<file path="config.mk">
export PLATFORM = sky130hd
export DESIGN_NAME = typed_frame_parser_sum8
export DESIGN_NICKNAME = d
export VERILOG_FILES = /design/src/rtl/core/tfps_pkg.sv /design/src/rtl/core/tfps_front.sv /design/src/rtl/core/tfps_queue.sv /design/src/rtl/core/tfps_back.sv /design/src/rtl/core/typed_frame_parser_sum8.sv
export SDC_FILE = /design/constraint.sdc
export NUM_CORES = 1
export LEC_CHECK = 0
export ABC_AREA = 0
export BUFFER_PORTS_ARGS = -buffer_cell sky130_fd_sc_hd__buf_2
export CAP_MARGIN = 20
export CORE_MARGIN = 3
export CORE_UTILIZATION = 40
export DETAILED_ROUTE_END_ITERATION = 10
export PLACE_DENSITY = 0.6
export SYNTH_ARGS = -nofsm -noshare
export SYNTH_HDL_FRONTEND = slang
export SYNTH_HIERARCHICAL = 1
export SYNTH_SLANG_ARGS = --single-unit
</file>
<file path="constraint.sdc">
create_clock -name aclk -period 3.5 [get_ports aclk]
set_input_delay 0.525 -clock aclk [delete_from_list [all_inputs] [get_ports aclk]]
set_output_delay 0.525 -clock aclk [all_outputs]
set_load 0.02 [all_outputs]
</file>
<file path="src/rtl/core/tfps_pkg.sv">
// Package for the typed frame parser: types, register codes and reset values.
// Used by every module in rtl/core. No dependencies.
`timescale 1ns / 1ps
`default_nettype none

package tfps_pkg;

    typedef enum logic [2:0] {
        PH_HUNT   = 3'd0,
        PH_TYPE   = 3'd1,
        PH_LEN_LO = 3'd2,
        PH_LEN_HI = 3'd3,
        PH_BODY   = 3'd4
    } phase_t;

    localparam logic [1:0] CFG_SYNC_VALUE = 2'd0;
    localparam logic [1:0] CFG_TYPE0_BODY = 2'd1;
    localparam logic [1:0] CFG_TYPE1_BODY = 2'd2;

    localparam logic [7:0]  SYNC_RESET       = 8'h55;
    localparam logic [15:0] TYPE0_BODY_RESET = 16'd894;
    localparam logic [15:0] TYPE1_BODY_RESET = 16'd126;
    localparam logic [7:0]  MAX_TYPE         = 8'h04;
    localparam logic [15:0] LEN_OVERHEAD     = 16'd4;

    typedef struct packed {
        logic [7:0]  sync_value;
        logic [15:0] type0_body_count;
        logic [15:0] type1_body_count;
    } cfg_t;

    // classified input item handed from front to back
    typedef struct packed {
        logic [7:0] rx_byte;
        logic       is_sync;
        logic       type_ok;
    } item_t;

    typedef struct packed {
        logic [7:0]  echo_byte;
        logic        in_frame;
        logic        frame_start;
        logic [15:0] byte_position;
        logic [2:0]  frame_kind_out;
        logic        frame_end;
        logic        checksum_good;
        logic        resync;
    } result_t;

    function automatic logic [15:0] at_least_one(input logic [15:0] n);
        return (n == 16'd0) ? 16'd1 : n;
    endfunction

endpackage

`default_nettype wire

</file>
<file path="src/rtl/core/tfps_front.sv">
// Front stage: takes input items and tags them as sync / legal type bytes.
// Depends on tfps_pkg.
`timescale 1ns / 1ps
`default_nettype none

module tfps_front (
    input  wire logic          aclk,
    input  wire logic          aresetn,
    input  wire logic          s_valid,
    output logic               s_ready,
    input  wire logic [7:0]    s_rx_byte,
    input  wire tfps_pkg::cfg_t cfg,
    output logic               push_valid,
    input  wire logic          push_ready,
    output tfps_pkg::item_t    push_item
);
    import tfps_pkg::*;

    logic  valid_reg, valid_next;
    item_t item_reg;

    assign s_ready    = !valid_reg || push_ready;
    assign push_valid = valid_reg;
    assign push_item  = item_reg;

    always_comb begin
        valid_next = valid_reg;
        if (s_valid && s_ready) begin
            valid_next = 1'b1;
        end else if (push_ready) begin
            valid_next = 1'b0;
        end
    end

    always_ff @(posedge aclk) begin
        if (!aresetn) begin
            valid_reg <= 1'b0;
        end else begin
            valid_reg <= valid_next;
        end
    end

    always_ff @(posedge aclk) begin
        if (s_valid && s_ready) begin
            item_reg.rx_byte <= s_rx_byte;
            item_reg.is_sync <= (s_rx_byte == cfg.sync_value);
            item_reg.type_ok <= (s_rx_byte <= MAX_TYPE);
        end
    end

endmodule

`default_nettype wire

</file>
<file path="src/rtl/core/tfps_queue.sv">
// Two-entry item queue between the front and the parser back end.
// Depends on tfps_pkg.
`timescale 1ns / 1ps
`default_nettype none

module tfps_queue (
    input  wire logic            aclk,
    input  wire logic            aresetn,
    input  wire logic            in_valid,
    output logic                 in_ready,
    input  wire tfps_pkg::item_t in_item,
    output logic                 out_valid,
    input  wire logic            out_ready,
    output tfps_pkg::item_t      out_item
);
    import tfps_pkg::*;

    item_t      slot_reg [2];
    logic       wr_ptr_reg, wr_ptr_next;
    logic       rd_ptr_reg, rd_ptr_next;
    logic [1:0] count_reg, count_next;
    logic       do_push, do_pop;

    assign in_ready  = (count_reg != 2'd2);
    assign out_valid = (count_reg != 2'd0);
    assign out_item  = slot_reg[rd_ptr_reg];
    assign do_push   = in_valid && in_ready;
    assign do_pop    = out_valid && out_ready;

    always_comb begin
        wr_ptr_next = do_push ? ~wr_ptr_reg : wr_ptr_reg;
        rd_ptr_next = do_pop ? ~rd_ptr_reg : rd_ptr_reg;
        count_next  = count_reg;
        if (do_push && !do_pop) begin
            count_next = count_reg + 2'd1;
        end else if (do_pop && !do_push) begin
            count_next = count_reg - 2'd1;
        end
    end

    always_ff @(posedge aclk) begin
        if (!aresetn) begin
            wr_ptr_reg <= 1'b0;
            rd_ptr_reg <= 1'b0;
            count_reg  <= 2'd0;
        end else begin
            wr_ptr_reg <= wr_ptr_next;
            rd_ptr_reg <= rd_ptr_next;
            count_reg  <= count_next;
        end
    end

    always_ff @(posedge aclk) begin
        if (do_push) begin
            slot_reg[wr_ptr_reg] <= in_item;
        end
    end

endmodule

`default_nettype wire

</file>
<file path="src/rtl/core/tfps_back.sv">
// Back end: frame parse state machine, running checksum and result register.
// Depends on tfps_pkg.
`timescale 1ns / 1ps
`default_nettype none

module tfps_back (
    input  wire logic            aclk,
    input  wire logic            aresetn,
    input  wire tfps_pkg::cfg_t  cfg,
    input  wire logic            q_valid,
    output logic                 q_ready,
    input  wire tfps_pkg::item_t q_item,
    output logic                 m_valid,
    input  wire logic            m_ready,
    output tfps_pkg::result_t    m_result
);
    import tfps_pkg::*;

    phase_t      phase_reg, phase_next;
    logic [7:0]  sum_reg, sum_next;
    logic [15:0] left_reg, left_next;
    logic [2:0]  kind_reg, kind_next;
    logic [7:0]  len_low_reg, len_low_next;
    logic [15:0] pos_reg, pos_next;
    logic        m_valid_reg, m_valid_next;
    result_t     result_reg, result_next;

    logic        pop;
    logic [7:0]  b;
    logic [15:0] pos_adv;
    logic [15:0] total_len;

    assign pop       = q_valid && (!m_valid_reg || m_ready);
    assign q_ready   = pop;
    assign m_valid   = m_valid_reg;
    assign m_result  = result_reg;
    assign b         = q_item.rx_byte;
    assign pos_adv   = (pos_reg == 16'hFFFF) ? pos_reg : pos_reg + 16'd1;
    assign total_len = {b, len_low_reg};

    // next phase
    always_comb begin
        phase_next = phase_reg;
        case (phase_reg)
            PH_TYPE: begin
                if (!q_item.type_ok) begin
                    phase_next = PH_HUNT;
                end else if (b[2:0] == 3'd0 || b[2:0] == 3'd1) begin
                    phase_next = PH_BODY;
                end else begin
                    phase_next = PH_LEN_LO;
                end
            end
            PH_LEN_LO: phase_next = PH_LEN_HI;
            PH_LEN_HI: phase_next = PH_BODY;
            PH_BODY: begin
                if (left_reg <= 16'd1) begin
                    phase_next = PH_HUNT;
                end
            end
            default: begin
                phase_next = q_item.is_sync ? PH_TYPE : PH_HUNT;
            end
        endcase
    end

    // datapath state and result fields
    always_comb begin
        sum_next     = sum_reg;
        left_next    = left_reg;
        kind_next    = kind_reg;
        len_low_next = len_low_reg;
        pos_next     = pos_reg;
        result_next  = '0;
        result_next.echo_byte = b;
        case (phase_reg)
            PH_TYPE: begin
                if (q_item.type_ok) begin
                    pos_next  = 16'd1;
                    sum_next  = sum_reg + b;
                    kind_next = b[2:0];
                    if (b[2:0] == 3'd0) begin
                        left_next = at_least_one(cfg.type0_body_count);
                    end else if (b[2:0] == 3'd1) begin
                        left_next = at_least_one(cfg.type1_body_count);
                    end
                    result_next.in_frame       = 1'b1;
                    result_next.byte_position  = 16'd1;
                    result_next.frame_kind_out = b[2:0];
                end else begin
                    kind_next          = 3'd0;
                    result_next.resync = 1'b1;
                end
            end
            PH_LEN_LO: begin
                pos_next     = pos_adv;
                sum_next     = sum_reg + b;
                len_low_next = b;
                result_next.in_frame       = 1'b1;
                result_next.byte_position  = pos_adv;
                result_next.frame_kind_out = kind_reg;
            end
            PH_LEN_HI: begin
                pos_next  = pos_adv;
                sum_next  = sum_reg + b;
                // short lengths still leave the checksum byte
                left_next = (total_len < 16'd5) ? 16'd1 : total_len - LEN_OVERHEAD;
                result_next.in_frame       = 1'b1;
                result_next.byte_position  = pos_adv;
                result_next.frame_kind_out = kind_reg;
            end
            PH_BODY: begin
                pos_next = pos_adv;
                result_next.in_frame       = 1'b1;
                result_next.byte_position  = pos_adv;
                result_next.frame_kind_out = kind_reg;
                if (left_reg > 16'd1) begin
                    left_next = left_reg - 16'd1;
                    sum_next  = sum_reg + b;
                end else begin
                    left_next                 = 16'd0;
                    result_next.frame_end     = 1'b1;
                    result_next.checksum_good = (b == sum_reg);
                end
            end
            default: begin
                if (q_item.is_sync) begin
                    pos_next  = 16'd0;
                    sum_next  = b;
                    kind_next = 3'd0;
                    result_next.in_frame    = 1'b1;
                    result_next.frame_start = 1'b1;
                end
            end
        endcase
    end

    always_comb begin
        m_valid_next = m_valid_reg;
        if (pop) begin
            m_valid_next = 1'b1;
        end else if (m_ready) begin
            m_valid_next = 1'b0;
        end
    end

    always_ff @(posedge aclk) begin
        if (!aresetn) begin
            phase_reg   <= PH_HUNT;
            sum_reg     <= 8'd0;
            left_reg    <= 16'd0;
            kind_reg    <= 3'd0;
            len_low_reg <= 8'd0;
            pos_reg     <= 16'd0;
            m_valid_reg <= 1'b0;
        end else begin
            m_valid_reg <= m_valid_next;
            if (pop) begin
                phase_reg   <= phase_next;
                sum_reg     <= sum_next;
                left_reg    <= left_next;
                kind_reg    <= kind_next;
                len_low_reg <= len_low_next;
                pos_reg     <= pos_next;
            end
        end
    end

    always_ff @(posedge aclk) begin
        if (pop) begin
            result_reg <= result_next;
        end
    end

endmodule

`default_nettype wire

</file>
<file path="src/rtl/core/typed_frame_parser_sum8.sv">
// Top level of the typed frame parser: configuration registers, front stage,
// item queue and parser back end. Depends on tfps_pkg, tfps_front, tfps_queue, tfps_back.
`timescale 1ns / 1ps
`default_nettype none

// Byte-serial parser for typed frames with an 8-bit sum checksum. Every
// accepted byte gives exactly one result item, in order. The block sustains
// one item per clock while m_ready stays high; a result passes the front
// register, a queue slot and the result register before it is offered, and
// stays offered while m_ready is low. The two-entry queue lets the front keep
// taking bytes while a result waits. Registers: 0 sync byte, 1 type 0 body
// count, 2 type 1 body count; writes to index 3 are ignored. Write them only
// while the block is drained. cfg_ready is always high.
module typed_frame_parser_sum8 (
    input  wire logic        aclk,
    input  wire logic        aresetn,
    input  wire logic        s_valid,
    output logic             s_ready,
    input  wire logic [7:0]  s_rx_byte,
    output logic             m_valid,
    input  wire logic        m_ready,
    output logic [7:0]       m_echo_byte,
    output logic             m_in_frame,
    output logic             m_frame_start,
    output logic [15:0]      m_byte_position,
    output logic [2:0]       m_frame_kind_out,
    output logic             m_frame_end,
    output logic             m_checksum_good,
    output logic             m_resync,
    input  wire logic        cfg_valid,
    output logic             cfg_ready,
    input  wire logic [1:0]  cfg_index,
    input  wire logic [15:0] cfg_data
);
    import tfps_pkg::*;

    cfg_t    cfg_reg, cfg_next;
    logic    push_valid, push_ready;
    item_t   push_item;
    logic    q_valid, q_ready;
    item_t   q_item;
    result_t result;

    assign cfg_ready = 1'b1;

    always_comb begin
        cfg_next = cfg_reg;
        if (cfg_valid) begin
            case (cfg_index)
                CFG_SYNC_VALUE: cfg_next.sync_value       = cfg_data[7:0];
                CFG_TYPE0_BODY: cfg_next.type0_body_count = cfg_data;
                CFG_TYPE1_BODY: cfg_next.type1_body_count = cfg_data;
                default:        cfg_next = cfg_reg;
            endcase
        end
    end

    always_ff @(posedge aclk) begin
        if (!aresetn) begin
            cfg_reg.sync_value       <= SYNC_RESET;
            cfg_reg.type0_body_count <= TYPE0_BODY_RESET;
            cfg_reg.type1_body_count <= TYPE1_BODY_RESET;
        end else begin
            cfg_reg <= cfg_next;
        end
    end

    tfps_front u_front (
        .aclk       (aclk),
        .aresetn    (aresetn),
        .s_valid    (s_valid),
        .s_ready    (s_ready),
        .s_rx_byte  (s_rx_byte),
        .cfg        (cfg_reg),
        .push_valid (push_valid),
        .push_ready (push_ready),
        .push_item  (push_item)
    );

    tfps_queue u_queue (
        .aclk      (aclk),
        .aresetn   (aresetn),
        .in_valid  (push_valid),
        .in_ready  (push_ready),
        .in_item   (push_item),
        .out_valid (q_valid),
        .out_ready (q_ready),
        .out_item  (q_item)
    );

    tfps_back u_back (
        .aclk     (aclk),
        .aresetn  (aresetn),
        .cfg      (cfg_reg),
        .q_valid  (q_valid),
        .q_ready  (q_ready),
        .q_item   (q_item),
        .m_valid  (m_valid),
        .m_ready  (m_ready),
        .m_result (result)
    );

    assign m_echo_byte      = result.echo_byte;
    assign m_in_frame       = result.in_frame;
    assign m_frame_start    = result.frame_start;
    assign m_byte_position  = result.byte_position;
    assign m_frame_kind_out = result.frame_kind_out;
    assign m_frame_end      = result.frame_end;
    assign m_checksum_good  = result.checksum_good;
    assign m_resync         = result.resync;

`ifndef NO_ASSERTIONS
    // a good checksum only ever flags the closing byte of a frame
    a_good_at_end: assert property (@(posedge aclk) disable iff (!aresetn)
        m_valid && m_checksum_good |-> m_frame_end && m_in_frame)
        else $error("checksum_good outside frame end");

    // a dropped type byte is never part of a frame
    a_resync_out: assert property (@(posedge aclk) disable iff (!aresetn)
        m_valid && m_resync |-> !m_in_frame && !m_frame_start && !m_frame_end)
        else $error("resync item marked as in frame");

    // the sync byte opens at position 0 with no type yet
    a_start_pos: assert property (@(posedge aclk) disable iff (!aresetn)
        m_valid && m_frame_start |-> m_byte_position == 16'd0 && m_frame_kind_out == 3'd0)
        else $error("frame start with nonzero position or kind");

    // a stalled result register must not be overwritten by the back end
    a_no_overwrite: assert property (@(posedge aclk) disable iff (!aresetn)
        m_valid && !m_ready |-> !q_ready)
        else $error("result overwritten while stalled");
`endif

endmodule

`default_nettype wire

</file>
==> results list, run 1 <==
* Setup tns final: 0 ns
* Number of pins with negative max-slew slack in the final report: 0
- The Yosys step of the flow raised 6 warnings.
* Final RePlAce weighted congestion: between 0.8 and 0.9
- Total of flip-flops plus latches after synthesis: 163
- Cell with the most instances on the worst path: a21oi_1
- The cell area that synthesis handed to floorplanning was about 8200 um^2.
- Clock latency on the worst-skew pair, taken at its later pin, is about 0.43 ns.
* Max-Cap Viols: 0
* Hold buffer count at cts: 0
- Combinational Power Share: 35.1%
- The worst setup path is of the reg -> reg kind.
* Residual DRC: 0
* Outcome: complete, no violations
- The most used flip-flop cell after synthesis is dfxtp_1.
- Post-DP HPWL: 13,100 um
- Final-report setup violation count: 0
- Total via count after detailed routing: 6,317
* Gate Count Post-Synth: 837
* Number of different library cells in the post-synthesis netlist: 81
- Of all nets on the critical path, the largest fanout is 10.
- The largest total area in the synthesized netlist belongs to dfxtp_1.
- IR analysis of the VDD net gives a maximum drop of ~0.00035 V.
- Initial antenna violation count: 0
* Number of placed I/O pins: 66
- At the placement stage, the worst setup path has a slack of roughly 0.77 ns.
* Wire length per cell: 16.1 um
- Multiplexer fraction of the synthesized cell area: 8.70%
- Setup repair after global routing missed its margin: no
* F_max: between 0.3 and 0.4 GHz
* Data required time of the critical path: 3.80 ns
- Largest register FFs: 40
- After clock tree synthesis, the clock-pin slew on the worst setup and hold paths is 0.07 ns.
- Number of inserted diodes: 0
- Total detailed-routing wirelength: 18,800 um
* Adder and majority cell fraction of the synthesized area: 2.35%
* Cell Rows: 51
* Total Nets Final: between 900 and 1,000
- The share of synthesized area in the top cell type comes to 24.6%.
* Actual slew at the worst max-slew pin: 1.07 ns
- Dividing the final minimum period by the clock period gives between 70% and 80%.
* CTS tree: built
- Summing the areas of all and, or, nand and nor instances in the mapped netlist gives around a fifth of the synthesized area.
- Number of enable flip-flop cells after synthesis: 62
- Number of buffers created by CTS: 17
- Yosys attributes the largest share of cell area to dfxtp_1, edfxtp_1, mux2i_1.
- Worst-path cell chain: mux2_2, ha_1, inv_1, fa_1, nor2b_1, o21ai_0, a21oi_1, or3_1, a31oi_1, a21oi_1
- Horiz. Die Dim: 149 um
- Dividing total power by cell area gives a power density of 738 nW/um^2.
* Number of filler instances in the final layout: 1,889
* Cts repair resizes: 0
- The kind of cell with the highest combined delay along the critical path is compound AO/OA/AOI/OAI gates.
- The die is 149 um tall.
* Ratio of cells with drive above 1 in the final layout: 15.0%
- The tree is rooted in a clkbuf_16.
- Starting DRC count in detailed routing: 380
- The count of nets left with antenna violations once routing finished came out at 0.
- Share of flip-flops with an asynchronous set or reset: 0%
- The clock drives between 150 and 200 sinks.
- Die area: 22,300 um^2
- The worst path needs 2.74 ns of the cycle, external delays included.
- Cell type of the slowest stage on the worst timing path: dfxtp_1
- Net load switching power: between 2000 and 3000 uW
- Total gr overflow: 0
- Fraction of the mapped netlist area in compound gates: between 10% and 20%
- Of the total power, the clock network draws 27.4%.
- Arrival time worst endpoint: 3.04 ns
* Number of H-tree branching levels: 4
- Together, buffers and inverters on the worst path number 1.
- Nature of the critical path startpoint: flip-flop
- Entering global routing, the biggest net connects 94 pins.
- The synthesized netlist devotes 4.26% of its cell area to XOR and XNOR gates.
- Static leakage power: between 0.003 and 0.004 uW
- Headroom to the max-slew limit came out at roughly 28%.
* Vias per cell: ~5.4
- Across all setup checks in the final design, the least slack found is 0.764 ns.
- Number of failing hold endpoints at the final stage: 0
- All-Layer GR Usage: 17.2%
* Main combinational cell family by area after synthesis: simple AND/OR/NAND/NOR gates
- Worst stage delay on the critical path: about 0.58 ns
- The internal power of the cells totals 4320 uW.
* Switching Fraction: 37.2%
- The number of nets in the synthesized netlist is 882.
- The clock passes through at most 2 buffers.
- Total power for the finished layout comes to between 6000 and 7000 uW.
- The path class of the tightest hold or removal check is in -> reg.
- Once the floorplan was initialized, standard cells occupied 41.4% of the core.
- Number of search-and-repair iterations in the first detailed-routing pass: 5
- dfxtp_1 is the most common cell in the netlist.
* Critical Path Sink Type: flip-flop
- Of the total power, registers draw 37.5%.
- Area Growth Syn to Fin: 13.5%
* Post CTS Setup Buffer Count: 0
* Number of global-route vias before repair: between 5,000 and 6,000
- Share of synthesized area occupied by flip-flops and latches: 47.3%
- The clock arrives with 0.0106 ns of skew.
* Count of input and output buffers: between 60 and 70
- Post-Synthesis Mean Instance Area: 9.82 um^2
* First-pass GRT wire length: 30,700 um
* Core box area: 19,800 um^2
- Commonest cells in the synthesized netlist: dfxtp_1, nand2_1, edfxtp_1, nor2_1, mux2i_1
-- layout make-up --
type | instances | area [um^2] | share of cell area (%)
clock buffers | 17 | 425 | 4.56
well taps | 265 | 332 | 3.56
multi-input cells | 603 | 4000 | 42.9
flip-flops and latches | 163 | 3880 | 41.7
inverters | 24 | 90.1 | 0.966
clock inverters | 15 | 174 | 1.87
repair buffers | 77 | 418 | 4.48
-- power groups by stage --
stage | registers, uW | logic, uW | clock network [uW]
floorplan | 2820 | 1540 | 0
global placement | 2620 | 2390 | 0
detailed placement | 2620 | 2400 | 0
CTS | 2580 | 2410 | 1920
global route | 2620 | 2660 | 2000
finish | 2580 | 2410 | 1880
-- worst register-to-register path, stage by stage, from the launching register on --
cell and delay, ns:
dfxtp_1 0.58, mux2_2 0.51, ha_1 0.25, inv_1 0.07, fa_1 0.20, nor2b_1 0.06, o21ai_0 0.23, a21oi_1 0.12
or3_1 0.35, a31oi_1 0.16, a21oi_1 0.08
-- placed cells by master (no fill, tap or decap), drive strengths merged, types with 6 or more instances in the layout --
cell	count
mux2i	59
nand4	13
nand3b	8
and3	7
nand2	66
inv	28
and2	10
a211oi	8
o211ai	9
dfxtp	101
o21ai	47
clkinv	6
a21oi	50
nor4	24
nor3	23
nand2b	6
edfxtp	62
nand3	26
or3	6
nor2	63
a31oi	9
xor2	19
ha	13
buf	77
clkbuf	17
a21o	9
mux2	11
xnor2	21
nor2b	27
-- layer usage --
layer,up-vias,GRT usage [%],wire (um)
met5,-,0,0
met4,0,5.49,261
met3,21,3.43,814
met2,136,26.9,8460
met1,2991,24.2,9240
li1,3169,-,-
-- cell families after synthesis --
| group | count (synthesis) |
|---|---|
| and+or+nand+nor | 304 |
| AOI/OAI and AO/OA | 173 |
| DFF | 163 |
| buffers and inverters | 71 |
| muxes | 70 |
| xor gates and xnor gates | 40 |
| adders and majority gates | 15 |
| other | 1 |
-- through the flow --
step / hold slack (ns) / cells / utilization, % / area, um^2
floorplan: 0.421 / 837 / - / 8220
global placement: 0.428 / 1132 / 44.0 / 8720
detailed placement: 0.434 / 1132 / 44.0 / 8720
CTS: 0.307 / 1164 / 47.0 / 9320
global route: 0.309 / 1164 / 47.0 / 9320
finish: 0.326 / 1164 / 47.0 / 9320
-- final timing paths --
path                             start                endpoint  slack [ns]  cells past startpoint
setup / recovery             flip-flop       u_back/sum_reg[6]        0.76                     10
hold / removal            s_rx_byte[7]    u_front/push_item[9]        0.33                      1
hold reg to reg   u_front/push_item[6]  u_queue/slot_reg[0][6]        0.45                      0
setup reg to reg             flip-flop       u_back/sum_reg[6]        0.76                     10
Power figures use the tool's default switching activity.
==> run 2: changes to the inputs <==
--- a/config.mk
+++ b/config.mk
@@ -5,7 +5,7 @@
 export SDC_FILE = /design/constraint.sdc
 export NUM_CORES = 1
 export LEC_CHECK = 0
-export ABC_AREA = 0
+export ABC_AREA = 1
 export BUFFER_PORTS_ARGS = -buffer_cell sky130_fd_sc_hd__buf_2
 export CAP_MARGIN = 20
 export CORE_MARGIN = 3
==> constraint.sdc (replaced) <==
create_clock -name aclk -period 2.6 [get_ports aclk]
set_input_delay 0.39 -clock aclk [delete_from_list [all_inputs] [get_ports aclk]]
set_output_delay 0.39 -clock aclk [all_outputs]
set_load 0.02 [all_outputs]
==> run 2 against run 1 <==
  * Non-clock buffer count increased by 6
  * Power up 55%
  * Die area increased by 1.3%
  * Routed wire length rose by 5.5%
  * Fmax increased by 19%
  * Via count grew 11%
  * Clock power up 33%
  * Critical endpoint is now u_back/sum_reg[4]
  * Largest cell class is now registers
==> results list, run 2 <==
* Share of flip-flops with an asynchronous set or reset: 0% (unchanged)
- Number of enable flip-flop cells after synthesis: 62 (unchanged)
- The average size of a mapped cell was 7.55 um^2 (was 9.82 um^2).
- Synth top area cells: dfxtp_1, edfxtp_1, nand2_1 (was dfxtp_1, edfxtp_1, mux2i_1).
* Data required time of the critical path: 2.88 ns (was 3.80 ns)
- Power per standard cell area: 1120 nW/um^2 (was 738 nW/um^2)
- The number of buffers and inverters on the critical path came to 1 (unchanged).
* Most common flop cell mapped by yosys: dfxtp_1 (unchanged)
- Number of search-and-repair iterations in the first detailed-routing pass: 5 (unchanged)
- Number of antenna-violating nets in the routed design: 0 (unchanged)
- The maximum buffer depth of the clock tree was 2 (unchanged).
- The category of the critical setup timing path is reg -> reg (unchanged).
- The cell count after synthesis came to 1,102 (was 837).
* Wire length per cell: 13.6 um (was 16.1 um)
- The horizontal extent of the die is 150 um (was 149 um).
- Final-report setup violation count: 0 (unchanged)
- The peak supply drop is 0.000489 V (was 0.000354 V).
- Worst clock skew on the final layout: 0.00945 ns (was 0.0106 ns)
- The clock slew seen by the registers of the worst setup and hold paths came to 0.07 ns (about the same).
- The timing-limited maximum frequency is 0.436 GHz (was 0.365 GHz).
- Family with the most delay on the worst path: compound AO/OA/AOI/OAI gates (unchanged)
* Number of buffers created by CTS: 17 (unchanged)
* Core box area: 20,400 um^2 (was 19,800 um^2)
- The count of cells along the worst hold path was 1 (unchanged).
- Total of flip-flops plus latches after synthesis: 163 (unchanged)
- CTS tree: built (unchanged)
* Arrival time worst endpoint: 2.58 ns (was 3.04 ns)
- The number of sinks handled by clock tree synthesis was 163 (unchanged).
- The net count of the mapped netlist came to 1,147 (was 882).
- The pin count of the biggest net entering global routing is 77 (was 94).
- Most frequent cells in the layout: nand2_1, nor2_1, inv_1 (was dfxtp_1, nand2_1, buf_2)
- The minimum setup slack among reg-to-reg paths is 0.30 ns (was 0.76 ns).
- Yosys Warn Count: 6 (unchanged)
- Cell with the most instances on the worst path: a21oi_1 (unchanged)
* Max-Cap Viols: 0 (unchanged)
- Final WS setup: 0.304 ns (was 0.764 ns)
- The fraction of the yosys area taken by sequential cells is 46.7% (was 47.3%).
* Number of global-route vias before repair: 6,568 (was 5,971)
* Total via count after detailed routing: 7,026 (was 6,317)
* Final Instance Area: 9540 um^2 (was 9320 um^2)
- The worst-margin pin slew is 0.906 ns (was 1.07 ns).
* Ratio of cells with drive above 1 in the final layout: 13.8% (was 15.0%)
* Largest register FFs: 40 (unchanged)
* Starting DRC count in detailed routing: 419 (was 380)
- Hold buffer count at cts: 0 (unchanged)
- Top-area cell type share of the netlist area: 24.3% (was 24.6%)
- The weighted congestion reported at the end of routability-driven placement is 0.902 (was 0.878).
- The cell with the most instances after synthesis is nand2_1 (was dfxtp_1).
- The number of antenna violations at the first check in global routing is 0 (unchanged).
- Most common library cell in the layout ignoring fill and taps: nand2_1 (was dfxtp_1)
* Post-layout utilization of the core: 46.8% (was 47.0%)
* Residual DRC: 0 (unchanged)
- The largest fanout on the critical path was 7 (was 10).
* Die area: 22,600 um^2 (was 22,300 um^2)
- CTS root buf: clkbuf_16 (unchanged)
* Post-synthesis cell type with the largest combined area: dfxtp_1 (unchanged)
* Worst Min Path Start: s_rx_byte[2] (was s_rx_byte[7])
- Mapped Area: 8320 um^2 (was 8220 um^2)
* R2R depth: 8 (was 10)
* Vias per cell: 4.83 (was 5.43)
- The layout net count was 1,216 (was 931).
- The total of fill cells in the finished design was 2,055 (was 1,889).
- The global router's overall resource usage came to 18.2% (was 17.2%).
- The largest stage delay on the critical path was 0.45 ns (was 0.58 ns).
- Relative slew slack: 39.5% (was 28.2%)
- Static leakage power: 0.00442 uW (was 0.00354 uW)
* Outcome: complete, no violations (unchanged)
- The worst hold path endpoint was u_front/push_item[4] (was u_front/push_item[9]).
* First-pass GRT wire length: 32,700 um (was 30,700 um)
- Reg-to-Reg End: u_back/sum_reg[4] (was u_back/sum_reg[6])
- The remaining global-route overflow came to 0 (unchanged).
- Commonest cells in the synthesized netlist: nand2_1, nor2_1, inv_1 (was dfxtp_1, nand2_1, edfxtp_1, nor2_1, mux2i_1)
- Area Growth Syn to Fin: 14.6% (was 13.5%)
* Number of different library cells in the post-synthesis netlist: 43 (was 81)
- Setup tns final: 0 ns (unchanged)
- The total wire length after detailed routing is 19,800 um (was 18,800 um).
* Setup repair after global routing missed its margin: no (unchanged)
* Number of inserted diodes: 0 (unchanged)
- Count of input and output buffers: 64 (unchanged)
* Fin cells: 1,454 (was 1,164)
- The launching element type of the critical path is a flip-flop (unchanged).
* Starting density of the core: 40.9% (was 41.4%)
- The maximum level of the CTS H-tree came to 4 (unchanged).
- Height of the chip: 150 um (was 149 um)
- Number of failing hold endpoints at the final stage: 0 (unchanged)
- Worst-path cell chain: buf_4, mux2_2, ha_1, a21oi_1, nand2_1, xor2_1, o21ai_0, a21oi_1 (was mux2_2, ha_1, inv_1, fa_1, nor2b_1, o21ai_0, a21oi_1, or3_1, a31oi_1, a21oi_1)
- Inst Count DP: 1,422 (was 1,132)
- The max-slew violation count came to 0 (unchanged).
* Final Cycle Share: 88.3% (was 78.2%)
- Total placed instance area: 8960 um^2 (was 8720 um^2)
- The minimum period implied by the final worst setup slack came to 2.30 ns (was 2.74 ns).
- The clock latency on the worst-skew pair came to 0.43 ns (about the same).
- The worst setup slack before clock tree synthesis came to 0.269 ns (was 0.768 ns).
* Number of placed I/O pins: 66 (unchanged)
* Post-DP HPWL: 14,500 um (was 13,100 um)
* Hold/Removal Path Class: in -> reg (unchanged)
- Cell Rows: 52 (was 51)
- Cell type of the slowest stage on the worst timing path: dfxtp_1 (unchanged)
- Critical Path Sink Type: flip-flop (unchanged)
## run 2: final cells by class
cell class / instances / area, um^2 / area share [%]
sequential: 163 / 3880 / 40.7
inverter: 156 / 587 / 6.15
clock inverter: 15 / 156 / 1.64
timing repair buffer: 83 / 463 / 4.85
clock buffer: 17 / 425 / 4.46
multi-input combinational: 750 / 3690 / 38.6
tap: 270 / 338 / 3.54
## run 2: worst max-delay path by stage
| stage | startpoint | end | slack [ns] | cells past startpoint |
|---|---|---|---|---|
| after global routing | flip-flop | u_back/left_reg[12] | 0.06 | 12 |
| final | flip-flop | u_back/sum_reg[4] | 0.30 | 8 |
| after floorplan | m_ready | u_back/left_reg[5] | 0.08 | 8 |
| after CTS | flip-flop | u_back/left_reg[12] | 0.24 | 12 |
| after global placement | flip-flop | u_back/left_reg[12] | 0.32 | 12 |
| after detailed placement | flip-flop | u_back/left_reg[12] | 0.27 | 12 |
## run 2: cell families (layout without fill, tap and decap cells)
group / count (synthesis) / count (layout) / share of synthesized area (%)
AOI/OAI and AO/OA: 169 / 169 / 10.8
muxes: 10 / 10 / 1.35
and+or+nand+nor: 533 / 533 / 27.3
DFF: 163 / 163 / 46.7
adders and majority gates: 14 / 14 / 2.19
buffers and inverters: 189 / 271 / 9.20
other: 1 / 1 / 0.0451
xor gates and xnor gates: 23 / 23 / 2.42
## run 2: stage by stage
| step | total power [uW] | hold WS [ns] |
|---|---|---|
| 2_1_floorplan | 6960 | 0.421 |
| 3_3_place_gp | 8150 | 0.424 |
| 3_5_place_dp | 8170 | 0.436 |
| 4_1_cts | 10700 | 0.158 |
| 5_1_grt | 11400 | 0.165 |
| 6_report | 10600 | 0.175 |
## run 2: where the power goes
group	internal [uW]	switching, uW	total (uW)
Clock	1370	1130	2500
Combinational	1430	2890	4320
Sequential	3420	413	3830
## run 2: metal layers
| metal | routed length, um | GRT usage, % | up-vias |
|---|---|---|---|
| li1 | - | - | 3695 |
| met5 | 0 | 0 | - |
| met1 | 9700 | 25.2 | 3165 |
| met2 | 8850 | 28.5 | 141 |
| met3 | 799 | 3.64 | 25 |
| met4 | 440 | 6.22 | 0 |
## run 2: repair_timing
item	in CTS	in global routing
endpoints found under the hold margin	0	0
setup buffers	0	0
resized for setup	0	1
setup endpoints to repair	0	1
==> run 3: changes to the inputs <==
--- a/config.mk
+++ b/config.mk
@@ -11,7 +11,8 @@
 export CORE_MARGIN = 3
 export CORE_UTILIZATION = 40
 export DETAILED_ROUTE_END_ITERATION = 10
-export PLACE_DENSITY = 0.6
+export GPL_ROUTABILITY_DRIVEN = 0
+export PLACE_DENSITY_LB_ADDON = 0.3
 export SYNTH_ARGS = -nofsm -noshare
 export SYNTH_HDL_FRONTEND = slang
 export SYNTH_HIERARCHICAL = 1
==> run 3 against run 2 <==
  * Die area did not move
  * Sequential share of layout area rose by 0.19 points
  * Final cell count fell by 0.34%
  * Clock power fell by 2%
  * Power fell by 0.86%
  * Combinational power fell by 1%
  * Largest cell class unchanged
==> results list, run 3 (same netlist as run 2, synthesis figures left out) <==
- Hold/Removal Path Class: in -> reg (unchanged)
- Setup repair after global routing missed its margin: no (unchanged).
- Worst-path cell chain: buf_4, mux2_2, ha_1, a21o_1, a21boi_0, nand2_1, nand2_1, nand3_1, nand2_1, a21oi_1 (was buf_4, mux2_2, ha_1, a21oi_1, nand2_1, xor2_1, o21ai_0, a21oi_1)
* Worst clock skew on the final layout: 0.00938 ns (was 0.00945 ns)
- Static leakage power: 0.00439 uW (was 0.00442 uW)
- The vias after detailed routing was 7,120 (was 7,026).
- Largest buffer count on any clock path: 2 (unchanged)
- Total gr overflow: 0 (unchanged)
- Reg-to-Reg End: u_back/sum_reg[7] (was u_back/sum_reg[4])
- The most repeated library cell on the critical path is nand2_1 (was a21oi_1).
- The worst hold path endpoint was u_front/push_item[9] (was u_front/push_item[4]).
* Pin count of the biggest net entering global routing: 77 (unchanged)
- The flip-flop count of the largest register, all copies and words added is 40 (unchanged).
- Starting density of the core: 40.9% (unchanged)
- The number of primary I/O pins came to 66 (unchanged).
* Most frequent cells in the layout: nand2_1, nor2_1, inv_1 (unchanged)
- The number of vias per cell after detailed routing is 4.91 (was 4.83).
* Total detailed-routing wirelength: 19,600 um (was 19,800 um)
* Final Instance Area: 9500 um^2 (was 9540 um^2)
* Die area: 22,600 um^2 (unchanged)
- Cell type of the slowest stage on the worst timing path: dfxtp_1 (unchanged)
- Setup tns final: 0 ns (unchanged)
* Number of failing hold endpoints at the final stage: 0 (unchanged)
* Number of H-tree branching levels: 4 (unchanged)
- Arrival time worst endpoint: 2.60 ns (was 2.58 ns)
- Power per standard cell area: 1110 nW/um^2 (was 1120 nW/um^2)
- The horizontal extent of the die is 150 um (unchanged).
- The number of cells on the worst reg-to-reg path was 10 (was 8).
- CP Class: reg -> reg (unchanged)
* IR Drop Worst-Case VDD: 0.000459 V (was 0.000489 V)
* Number of pins with negative max-slew slack in the final report: 0 (unchanged)
- The total of cells resized after clock tree synthesis came to 0 (unchanged).
- The post-detailed-placement half-perimeter wirelength came to 14,000 um (was 14,500 um).
* Worst Min Path Start: s_rx_byte[7] (was s_rx_byte[2])
- R2R setup slack: 0.27 ns (was 0.30 ns)
* Number of search-and-repair iterations in the first detailed-routing pass: 5 (unchanged)
* Starting DRC count in detailed routing: 540 (was 419)
* F_max: 0.429 GHz (was 0.436 GHz)
* Number of antenna-violating nets in the routed design: 0 (unchanged)
- Cell Rows: 52 (unchanged)
- Outcome: complete, no violations (unchanged).
* Most common library cell in the layout ignoring fill and taps: nand2_1 (unchanged)
- The count of cells along the worst hold path is 1 (unchanged).
* Total Nets Final: 1,211 (was 1,216)
- CTS root buf: clkbuf_16 (unchanged)
- The fraction of layout cells with a size suffix above 1 came to 13.3% (was 13.8%).
* Final-report setup violation count: 0 (unchanged)
* Post-layout total power: 10,600 uW (about the same)
* Number of inserted diodes: 0 (unchanged)
- CTS tree: built (unchanged)
- The area growth from synthesis to final layout came to 14.1% (was 14.6%).
* Count of input and output buffers: 64 (unchanged)
* Height of the chip: 150 um (unchanged)
* Family with the most delay on the worst path: compound AO/OA/AOI/OAI gates (unchanged)
- The worst slew margin relative to its limit is 39.3% (was 39.5%).
* Buf+Inv Stages, Crit Path: 1 (unchanged)
- Data required time of the critical path: 2.87 ns (was 2.88 ns)
* Actual slew at the worst max-slew pin: 0.909 ns (was 0.906 ns)
- Final Cycle Share: 89.6% (was 88.3%)
- The number of max-cap violations was 0 (unchanged).
- Wire length per cell: 13.6 um (about the same)
* Number of global-route vias before repair: 6,552 (was 6,568)
- Residual DRC: 0 (unchanged)
- Hold buffer count at cts: 0 (unchanged)
- Number of filler instances in the final layout: 2,052 (was 2,055)
- The clock buffer count from CTS came to 17 (unchanged).
- Clock sink count: 163 (unchanged)
- Post CTS Setup Buffer Count: 0 (unchanged)
- First-pass GRT wire length: 32,500 um (was 32,700 um)
- The minimum period implied by the final worst setup slack came to 2.33 ns (was 2.30 ns).
- The largest stage delay on the critical path is 0.45 ns (about the same).
* Clock insertion delay at the later pin of the skew report: 0.42 ns (was 0.43 ns)
- All-Layer GR Usage: 18.0% (was 18.2%)
- Nature of the critical path startpoint: flip-flop (unchanged)
* Critical Path Sink Type: flip-flop (unchanged)
* Total placed instance area: 8920 um^2 (was 8960 um^2)
- Clk pin slew, worst setup/hold paths: 0.07 ns (about the same)
- The largest fanout on the critical path was 6 (was 7).
- The number of antenna violations at the first check in global routing was 0 (unchanged).
* Core box area: 20,400 um^2 (unchanged)
## run 3: changes by cell type in the layout (fill, tap and decap cells not counted), moves of 2 or more
cell,change
inv_8,-3
buf_4,-5
inv_4,+4
inv_6,-4
clkbuf_16,+2
## run 3: how the worst max path moves through the flow
| stage | end | slack, ns | depth (start not counted) |
|---|---|---|---|
| after floorplan | u_back/left_reg[5] | 0.08 | 8 |
| after global placement | u_back/left_reg[12] | 0.35 | 12 |
| after detailed placement | u_back/sum_reg[7] | 0.27 | 10 |
| after CTS | u_back/sum_reg[7] | 0.27 | 10 |
| after global routing | u_back/left_reg[12] | 0.03 | 12 |
| final | u_back/sum_reg[7] | 0.27 | 10 |
## run 3: through the flow
stage               instances  hold slack, ns  util [%]  setup WS [ns]
floorplan                1102           0.421         -         0.0779
global placement         1417           0.423      43.8          0.351
detailed placement       1417           0.434      43.8          0.267
CTS                      1449           0.160      46.6          0.270
global route             1449           0.167      46.6         0.0274
finish                   1449           0.184      46.6          0.271
## run 3: metal layers
| layer | vias up | share of wire (%) | global-route usage (%) |
|---|---|---|---|
| met5 | - | 0 | 0 |
| met1 | 3214 | 48 | 24.9 |
| li1 | 3710 | - | - |
| met3 | 22 | 4.4 | 3.28 |
| met2 | 174 | 45 | 28.2 |
| met4 | 0 | 1.9 | 6.63 |
## run 3: layout make-up
| class | instances | area, um^2 | area share, % |
|---|---|---|---|
| clock buffer | 21 | 493 | 5.19 |
| clock inverter | 11 | 83.8 | 0.883 |
| inverter | 156 | 587 | 6.18 |
| multi-input combinational | 750 | 3680 | 38.8 |
| sequential | 163 | 3880 | 40.9 |
| tap | 270 | 338 | 3.56 |
| timing repair buffer | 78 | 425 | 4.48 |
## run 3: report_power, final
part           total, uW  switching (uW)  internal [uW]  leakage [uW]
combinational       4270            2870           1400       0.00269
sequential          3830             414           3420       0.00142
clock               2450            1070           1380      0.000289
